===== src/sv/fp8dq_pkg.sv =====
// ----------------------------------------------------------------------------
// fp8dq_pkg: shared types and constants
// FP32 field constants and sequencer state type for the FP8 dequant dot product.
// ----------------------------------------------------------------------------
package fp8dq_pkg;

    localparam logic [31:0] QNAN = 32'h7FC0_0000;
    localparam logic [31:0] BF16_ROUND_BIAS = 32'h0000_7FFF;

    typedef enum logic [1:0] {
        OP_MUL = 2'd0,
        OP_ADD = 2'd1
    } fpu_op_t;

    typedef enum logic [2:0] {
        ST_IDLE,
        ST_MUL_WS,
        ST_MUL_ACT,
        ST_ADD,
        ST_OUT
    } state_t;

    // exact E4M3 to FP32
    function automatic logic [31:0] e4m3_decode(input logic [7:0] code);
        logic        s;
        logic [3:0]  ex;
        logic [2:0]  man;
        logic [31:0] r;
        s   = code[7];
        ex  = code[6:3];
        man = code[2:0];
        if (ex == 4'hF && man == 3'h7) begin
            r = QNAN;
        end else if (ex == 4'h0) begin
            if (man[2]) begin
                r = {s, 8'd120, man[1:0], 21'd0};
            end else if (man[1]) begin
                r = {s, 8'd119, man[0], 22'd0};
            end else if (man[0]) begin
                r = {s, 8'd118, 23'd0};
            end else begin
                r = {s, 31'd0};
            end
        end else begin
            r = {s, 4'd0, ex, man, 20'd0} + {1'b0, 8'd120, 23'd0};
        end
        return r;
    endfunction

endpackage


===== src/sv/fp8dq_fpu.sv =====
// ----------------------------------------------------------------------------
// fp8dq_fpu: shared FP32 multiply / add unit
// One operation per request, IEEE round-to-nearest-even, subnormals kept,
// NaN results canonical. The result is registered and appears in the cycle after the request.
// ----------------------------------------------------------------------------
module fp8dq_fpu
    import fp8dq_pkg::*;
(
    input  logic        aclk,
    input  fpu_op_t     op,
    input  logic [31:0] a,
    input  logic [31:0] b,
    output logic [31:0] y
);

    logic [31:0] y_reg;
    logic [31:0] y_next;
    assign y = y_reg;

    always_ff @(posedge aclk) begin
        y_reg <= y_next;
    end

    // shared normalize and round: value = mag * 2^(e - 150), mag has sticky at bit 0
    function automatic logic [31:0] pack_rne(input logic s, input logic signed [10:0] e,
                                              input logic [49:0] mag);
        logic [49:0]        m;
        logic signed [10:0] ee;
        logic [5:0]         lz;
        logic [5:0]         sh;
        logic [49:0]        t;
        logic               st;
        logic [24:0]        keep;
        logic               g;
        logic               rs;
        logic [24:0]        rnd;
        logic [31:0]        r;
        m  = mag;
        lz = 6'd0;
        for (int i = 49; i >= 0; i--) begin
            if (m[i] && lz == 6'd0) lz = 6'(50 - i);
        end
        if (m == 50'd0) begin
            r = {s, 31'd0};
        end else begin
            // put leading one at bit 49
            m  = m << (lz - 6'd1);
            // ee: biased exponent, leading one sits at bit 50 - lz of mag
            ee = e + 11'sd27 - $signed({5'd0, lz});
            if (ee < 11'sd1) begin
                sh = (ee < -11'sd30) ? 6'd32 : 6'(11'sd1 - ee);
                st = 1'b0;
                for (int i = 0; i < 50; i++) begin
                    if (i < sh && m[i]) st = 1'b1;
                end
                t  = m >> sh;
                m  = {t[49:1], t[0] | st};
                ee = 11'sd0;
            end
            keep = {1'b0, m[49:26]};
            g    = m[25];
            rs   = |m[24:0];
            rnd  = keep + 25'(g && (rs || keep[0]));
            if (rnd[24]) begin
                rnd = rnd >> 1;
                ee  = ee + 11'sd1;
            end else if (ee == 11'sd0 && rnd[23]) begin
                ee = 11'sd1;
            end
            if (ee >= 11'sd255) r = {s, 8'hFF, 23'd0};
            else r = {s, ee[7:0], rnd[22:0]};
        end
        return r;
    endfunction

    always_comb begin
        logic        sa, sb, nan_a, nan_b, inf_a, inf_b, zer_a, zer_b;
        logic [7:0]  ea, eb;
        logic [23:0] ma, mb;
        logic signed [10:0] xa, xb;
        logic [47:0] p;
        logic [49:0] big, sml, sm2;
        logic signed [10:0] xe;
        logic [10:0] d;
        logic        stk, sr;
        logic [31:0] ta, tb;
        sa = a[31]; sb = b[31];
        ea = a[30:23]; eb = b[30:23];
        nan_a = (ea == 8'hFF) && (a[22:0] != 23'd0);
        nan_b = (eb == 8'hFF) && (b[22:0] != 23'd0);
        inf_a = (ea == 8'hFF) && !nan_a;
        inf_b = (eb == 8'hFF) && !nan_b;
        zer_a = a[30:0] == 31'd0;
        zer_b = b[30:0] == 31'd0;
        ma = {ea != 8'd0, a[22:0]};
        mb = {eb != 8'd0, b[22:0]};
        xa = (ea == 8'd0) ? 11'sd1 : $signed({3'd0, ea});
        xb = (eb == 8'd0) ? 11'sd1 : $signed({3'd0, eb});
        p = 48'd0; big = 50'd0; sml = 50'd0; sm2 = 50'd0; xe = 11'sd0; d = 11'd0;
        stk = 1'b0; sr = 1'b0; ta = a; tb = b;
        y_next = 32'd0;
        unique case (op)
            OP_MUL: begin
                if (nan_a || nan_b || (inf_a && zer_b) || (inf_b && zer_a)) begin
                    y_next = QNAN;
                end else if (inf_a || inf_b) begin
                    y_next = {sa ^ sb, 8'hFF, 23'd0};
                end else begin
                    p = ma * mb;
                    // value = p * 2^(xa+xb-300), mag = 4p, so e = xa+xb-152
                    y_next = pack_rne(sa ^ sb, xa + xb - 11'sd152, {p, 2'b00});
                end
            end
            OP_ADD: begin
                if (nan_a || nan_b || (inf_a && inf_b && sa != sb)) begin
                    y_next = QNAN;
                end else if (inf_a) begin
                    y_next = a;
                end else if (inf_b) begin
                    y_next = b;
                end else if (zer_a && zer_b) begin
                    y_next = {sa & sb, 31'd0};
                end else begin
                    if ({xa, ma} < {xb, mb}) begin
                        ta = b; tb = a;
                        big = {1'b0, mb, 25'd0}; sml = {1'b0, ma, 25'd0};
                        xe = xb; d = 11'(xb - xa); sr = sb;
                    end else begin
                        big = {1'b0, ma, 25'd0}; sml = {1'b0, mb, 25'd0};
                        xe = xa; d = 11'(xa - xb); sr = sa;
                    end
                    if (d > 11'd49) begin
                        stk = sml != 50'd0; sm2 = 50'd0;
                    end else begin
                        for (int i = 0; i < 50; i++) begin
                            if (i < d && sml[i]) stk = 1'b1;
                        end
                        sm2 = sml >> d;
                    end
                    sm2 = {sm2[49:1], sm2[0] | stk};
                    if (ta[31] == tb[31]) big = big + sm2;
                    else big = big - sm2;
                    // operands sit 25 bits up, so e = xe - 25
                    if (big == 50'd0) y_next = 32'd0;
                    else y_next = pack_rne(sr, xe - 11'sd25, big);
                end
            end
            default: y_next = 32'd0;
        endcase
    end

endmodule


===== src/sv/fp8_dequant_bf16_dot_product_top.sv =====
// ----------------------------------------------------------------------------
// fp8_dequant_bf16_dot_product_top: FP8 E4M3 block-scaled dot product, BF16 out
// Decodes weight, scales, multiplies by activation, accumulates in FP32.
// ----------------------------------------------------------------------------
// channel | dir | tdata (low bit up)                       | tlast
// s_      | in  | activation[15:0], weight_code[23:16],    | last_term
//         |     | block_scale[55:24]                       |
// m_      | out | product_bf16[15:0]                       | -
// Each request uses the one shared FP32 mul/add unit in turn (scale multiply,
// activation multiply, accumulate), then writes back in ST_OUT, so a new
// request is taken only after that write-back. On the last term m_tvalid
// rises from ov_reg, which is set in ST_OUT. s_tready is high only in idle with no result
// waiting; the result holds in m_ until taken. Reset clears the accumulator to +0.
module fp8_dequant_bf16_dot_product_top
    import fp8dq_pkg::*;
(
    input  logic        aclk,
    input  logic        aresetn,
    input  logic        s_tvalid,
    output logic        s_tready,
    input  logic [55:0] s_tdata,  // activation, weight_code, block_scale
    input  logic        s_tlast,  // last_term
    output logic        m_tvalid,
    input  logic        m_tready,
    output logic [15:0] m_tdata   // product_bf16
);

    state_t      state_reg, state_next;
    logic [31:0] act_reg, w_reg, scale_reg, sum_reg;
    logic        last_reg;
    logic [15:0] out_reg;
    logic        ov_reg;
    fpu_op_t     op;
    logic [31:0] fa, fb, fy;
    logic [31:0] t;

    fp8dq_fpu u_fpu (.aclk(aclk), .op(op), .a(fa), .b(fb), .y(fy));

    always_comb begin
        state_next = state_reg;
        unique case (state_reg)
            ST_IDLE:    if (s_tvalid && s_tready) state_next = ST_MUL_WS;
            ST_MUL_WS:  state_next = ST_MUL_ACT;
            ST_MUL_ACT: state_next = ST_ADD;
            ST_ADD:     state_next = ST_OUT;
            ST_OUT:     state_next = ST_IDLE;
            default:    state_next = ST_IDLE;
        endcase
    end

    always_comb begin
        op = OP_MUL; fa = w_reg; fb = scale_reg;
        unique case (state_reg)
            ST_MUL_ACT: begin op = OP_MUL; fa = act_reg; fb = fy; end
            ST_ADD:     begin op = OP_ADD; fa = sum_reg; fb = fy; end
            default:    begin op = OP_MUL; fa = w_reg; fb = scale_reg; end
        endcase
    end

    assign s_tready = (state_reg == ST_IDLE) && !ov_reg;
    assign m_tvalid = ov_reg;
    assign m_tdata  = out_reg;
    assign t = fy + BF16_ROUND_BIAS + {31'd0, fy[16]};

    always_ff @(posedge aclk) begin
        if (!aresetn) begin
            state_reg <= ST_IDLE;
            sum_reg   <= 32'd0;
            ov_reg    <= 1'b0;
        end else begin
            state_reg <= state_next;
            if (ov_reg && m_tready) ov_reg <= 1'b0;
            if (state_reg == ST_OUT) begin
                if (last_reg) begin
                    sum_reg <= 32'd0;
                    out_reg <= t[31:16];
                    ov_reg  <= 1'b1;
                end else begin
                    sum_reg <= fy;
                end
            end
        end
        if (s_tvalid && s_tready) begin
            act_reg   <= {s_tdata[15:0], 16'd0};
            w_reg     <= e4m3_decode(s_tdata[23:16]);
            scale_reg <= s_tdata[55:24];
            last_reg  <= s_tlast;
        end
    end

    a_busy_not_ready: assert property (@(posedge aclk) disable iff (!aresetn)
        (state_reg != ST_IDLE) |-> !s_tready) else $error("ready while busy");
    a_out_on_last: assert property (@(posedge aclk) disable iff (!aresetn)
        (state_reg == ST_OUT && last_reg) |=> m_tvalid) else $error("no result");
    a_sum_clear: assert property (@(posedge aclk) disable iff (!aresetn)
        (state_reg == ST_OUT && last_reg) |=> sum_reg == 32'd0) else $error("sum kept");

endmodule

===== config.mk =====
export PLATFORM = sky130hd
export DESIGN_NAME = fp8_dequant_bf16_dot_product_top
export DESIGN_NICKNAME = d
export VERILOG_FILES = /design/src/sv/fp8dq_pkg.sv /design/src/sv/fp8dq_fpu.sv /design/src/sv/fp8_dequant_bf16_dot_product_top.sv
export SDC_FILE = /design/constraint.sdc
export NUM_CORES = 2
export LEC_CHECK = 0
export BUFFER_PORTS_ARGS = -buffer_cell sky130_fd_sc_hd__buf_2
export CAP_MARGIN = 15
export CORE_ASPECT_RATIO = 1.2
export CORE_UTILIZATION = 44
export CTS_BUF_LIST = sky130_fd_sc_hd__clkbuf_8
export DETAILED_ROUTE_END_ITERATION = 8
export GPL_ROUTABILITY_DRIVEN = 1
export GPL_TIMING_DRIVEN = 0
export PLACE_DENSITY = 0.62
export SETUP_SLACK_MARGIN = 0.3
export SYNTH_ARGS = -nofsm -noshare
export SYNTH_HDL_FRONTEND = slang
export SYNTH_SLANG_ARGS = --single-unit

===== constraint.sdc =====
create_clock -name aclk -period 32.9 [get_ports aclk]
set_clock_uncertainty 0.1 [all_clocks]
set_input_delay 4.935 -clock aclk [delete_from_list [all_inputs] [get_ports aclk]]
set_output_delay 4.935 -clock aclk [all_outputs]
set_load 0.03 [all_outputs]

== After elaboration in Yosys (flattened, before gate mapping) ==
Cells that the tools add are included.

* Memories kept: 0
* Logic and storage cells: 1,428
* Latch bits: 0
* Register bits: 165
* Bits in writable memories: 0
* Output and inout port bits: 18
* Bits of input ports: 61
* Bits in read-only memories: 0

* Bitwise logic cells: 5
* Reduce and logical (&&, ||, !) cells: 389
* $mul: 1
* Mux-type cells: 827
* Shifts and indexed selects: 5
* Equality and inequality tests: 12
* Div/mod/pow operators: 0
* Order comparisons: 158
* Add/sub/neg operators: 22

{| class="wikitable"
|+ Operators by type and width
! cell !! count
|-
| 6-bit 2-to-1 mux || 542
|-
| 50-bit 2-to-1 mux || 34
|-
| 32-bit 2-to-1 mux || 21
|-
| 6-bit zero test || 96
|-
| 11-bit 2-to-1 mux || 38
|-
| 1-bit logical AND || 263
|-
| 6-bit < comparator, first input constant || 36
|-
| 6-bit by 11-bit < comparator with 1-bit output, first input constant || 18
|-
| 5-bit by 6-bit < comparator with 1-bit output, first input constant || 32
|-
| 5-bit by 11-bit < comparator with 1-bit output, first input constant || 16
|-
| 1-bit 2-to-1 mux || 175
|-
| 32-bit case mux with 2 select lines || 2
|-
| 31-bit 2-to-1 mux || 4
|-
| 50-bit by 6-bit left shift with 50-bit output || 2
|-
| 50-bit by 6-bit >> shifter with 50-bit output || 2
|-
| 49-bit 2-to-1 mux || 2
|-
| 4-bit by 6-bit < comparator with 1-bit output, first input constant || 16
|-
| 30-bit 2-to-1 mux || 3
|-
| 4-bit by 11-bit < comparator with 1-bit output, first input constant || 8
|-
| 31-bit zero test || 2
|-
| 24-bit by 1-bit adder with 25-bit output || 2
|-
| 50-bit adder || 1
|-
| 50-bit zero test || 1
|-
| 50-bit nonzero test || 1
|-
| other kinds (55) || 102
|}

== Logic depth before layout (Yosys ltp) ==
* Word-level depth: 617
* Depth in mapped cells: 116
* Mapped depth without buffers: 99

== Hierarchy ==
From an unflattened synthesis, not the netlist that was laid out.

* Cells, all modules: 8,341
* Area, all modules: 61,114.9 µm²

{| class="wikitable"
|+ Modules (own cells, without submodules)
! module !! seq. area each (µm²) !! area an instance (µm²) !! cells an instance !! instances
|-
| fp8dq_fpu || 640.6 || 56,138.8 || 7,866 || 1
|-
| fp8_dequant_bf16_dot_product_top || 2,972.9 || 4,976.0 || 475 || 1
|}

== Worst setup path after synthesis ==
Ideal clock, no wire load.

* Path kind: reg-to-reg
* From: register state_reg[2]
* To: register u_fpu.y_reg[1], in the netlist u_fpu.y[1]
* Arrival: 23.243 ns
* Data required time: 32.683 ns
* Stages on the path, launching flop included: 107
* Period minus slack after synthesis: 23.461 ns
* Path buffers: 21
* Path slack: 9.439 ns
* Library setup time: 0.117 ns
* Cell sequence: dfxtp_1 > buf_2 > nand2b_1 > clkbuf_1 > buf_2 > buf_2 > buf_1 > mux2i_1 > inv_1 > ha_1 > a21oi_1 > a21boi_0 > o311ai_0 > and2_1 > clkbuf_1 > nand2_2 > buf_2 > mux2_1 > [... 71 more ...] > o221ai_1 > o21ai_0 > a21oi_1 > o21ai_1 > a311oi_1 > a21oi_1 > ha_1 > and2_1 > clkbuf_2 > o2111a_1 > buf_2 > and3_1 > buf_2 > nor4_2 > o221ai_4 > and2_1 > buf_6 > a32o_1

{| class="wikitable"
|+ RTL lines
! element !! line !! source
|-
| from (decl) || fp8_dequant_bf16_dot_product_top.sv:28 || <nowiki>state_t state_reg, state_next;</nowiki>
|-
| from (signal assigned) || fp8_dequant_bf16_dot_product_top.sv:71 || <nowiki>state_reg <= state_next;</nowiki>
|-
| to (signal assigned) || fp8dq_fpu.sv:21 || <nowiki>y_reg <= y_next;</nowiki>
|-
| to (decl) || fp8dq_fpu.sv:16 || <nowiki>logic [31:0] y_reg;</nowiki>
|}

==> results.md <==
- Initial antenna violation count: 18
- Max Slew Vio Count: 0
- Hold Fails Final Rpt: 0
- Pre-antenna DRT Iters: 9
- Clk sink count: 143
- Met3 WL post-DR: 45.2 mm
- CTS tree: done
- Total global routing track utilization: 46.5%
- CP Capture Type: register
- Pre-CTS WS: -256 ps
- Pin count of the biggest net entering global routing: 40
- Antenna Nets Post-Route: 0
- Status: complete, but fails checks
- Cell with the most instances after synthesis: nand2_1
- Placed Area: ~63,000 um^2
- WL met1: 128 mm
- Port bufs: 77
- Asr flop ratio synth: 0%
- Worst-path clk slew: approximately 90 ps
- Synth area leader: fa_1
- Met2 WL post-DR: 135 mm
- Post-Route WL: 336 mm
- Syn nets: about 9,200
- Vias in the first global route: around 70,000
- Crit path DAT: 32,290 ps
- Worst rel slew slack: under 10%
- Synth Register Bits: 143
- Share of cells above drive strength 1: 6.93%
- Worst-skew pair later-pin latency: 470 ps
- Top cell type's share of synthesized area: 16.3%
- Routability congestion estimate: roughly 1.1
- Starting Density: 44.4%
- Synth cell types: 141
- RSZ-0062 raised after global routing: no
- Synth top area cells: fa_1 (16%), nand2_1 (6.7%), ha_1 (6.4%)
- Primary FF master, synth: edfxtp_1
- Most used cell, CP: buf_2
- Final period utilization: between 90 and 100%
- Die Area: 139,000 um^2
- WS Path Type: register to register
- DR vias/cell: 7.17
- Clock Tree Buf Depth: 2
- Wire per inst: 32.6 um
- Area Overhead vs Synth: 6.13%
- Critical Path Source Type: register
- Actual slew at the worst max-slew pin: 1370 ps
- Nets: 9,345
- Post-synth design cell area: 60,300 um^2
- Initial drt markers: 11,600
- Number of H-tree levels: 4
- Hold buffer count at CTS: 0
- Data required time of the worst path: 33,160 ps
- Via count: around 74,000
- Setup TNS: 0 ps
- Reg2Reg Setup Slack: 870 ps
- Post-synth EDFFs: 75
- Drc violations: 18
- Maxcap violations: 0
- Minimum clock period: between 30,000 and 40,000 ps
- Standard-cell row count: 148
- Finished layout cell area: 64,000 um^2
- Fmax: 31.2 MHz
- Final Setup Violations: 0
- Ports: 79
- Sequential fraction of the synthesis area: 5.99%
- Violated checks: design-rule violations
- CP max-delay cell: nor2_1
- Syn Area/Cell: 7.23 um^2
- Die Wd: 340 um
- Highest metal used: met5
- Clock root cell: clkbuf_8
- Yosys warns: 0
- Hold crit path type: register to register
- Final hold slack: 367 ps
- Synth top cells by count: nand2_1 (1,071), nor2_1 (866), inv_1 (674)
- Hpwl dp: 270 mm
- CTS buffer count: 17
- Crit-path max cell delay: 1020 ps
- Worst-path fanout max: 11
- Mapped Cells: 8,345
- Final WS setup: 867 ps
- Die Span Y: 408 um
- Core area: 136,000 um^2
- Grt ovf: 0
- First-pass GRT wire length: 482 mm
what timing repair did:
action                                  4_1_cts  5_1_grt
buffers inserted                              0        5
gates resized for setup                       4       82
pin swaps                                     0        2
endpoints found under the setup margin       27       31
critical path: cells and delay by family (launching register included):
family,cells,cell delay [ps]
AO/OA/AOI/OAI,41,13010
XOR/XNOR,1,240
adder cells (fa/ha/maj),7,1820
buffers and inverters,23,5820
flip-flops,1,310
AND/OR/NAND/NOR,34,10470
cell families after synthesis:
family,share of synthesized area (%)
xor+xnor,3.31
fa+ha+maj,22.7
buf+inv,8.18
mux,5.95
flops,5.99
compound gates,29.3
simple gates,24.5
cell type report:
| cell class | instances | area, um^2 |
|---|---|---|
| timing repair buffer | 122 | 751 |
| multi-input combinational | 6947 | 52000 |
| antenna | 15 | 37.5 |
| sequential | 143 | 3610 |
| tap | 1800 | 2250 |
| buffer | 552 | 2340 |
| clock inverter | 15 | 149 |
| inverter | 702 | 2650 |
| fill | 14000 | 71700 |
| clock buffer | 17 | 234 |
worst paths after layout:
| path | startpoint | end | cells past startpoint |
|---|---|---|---|
| setup / recovery | state_reg[1] | u_fpu.y[2] | 106 |
| hold / removal | sum_reg[21] | sum_reg[21] | 2 |
| setup reg to reg | state_reg[1] | u_fpu.y[2] | 106 |
| hold reg to reg | sum_reg[21] | sum_reg[21] | 2 |
cell usage in the layout (no fill, tap or decap), types with 139 or more instances in the layout:
master	instances
ha_1	307
nand3_1	211
inv_1	673
clkbuf_1	377
a211oi_1	139
nor2_1	864
nor3_1	228
xnor2_1	143
buf_2	150
a21oi_1	467
nand2_1	1069
mux2i_1	161
o21ai_0	434
fa_1	492
through the flow:
| stage | std cells | utilization, % |
|---|---|---|
| floorplan | 8345 | - |
| global placement | 10200 | 46.4 |
| detailed placement | 10200 | 46.5 |
| CTS | 10300 | 46.8 |
| global route | 10300 | 47.1 |
| finish | 10300 | 47.1 |
layer usage:
| layer | vias to the layer above | track usage, % |
|---|---|---|
| li1 | 30600 | - |
| met1 | 35700 | 60.6 |
| met2 | 6113 | 66.4 |
| met3 | 1467 | 13.8 |
| met4 | 18 | 29.9 |
| met5 | - | 0.694 |
Power is not shown: default switching activity piles up to over one toggle a cycle in this logic, so the estimate is an artifact.
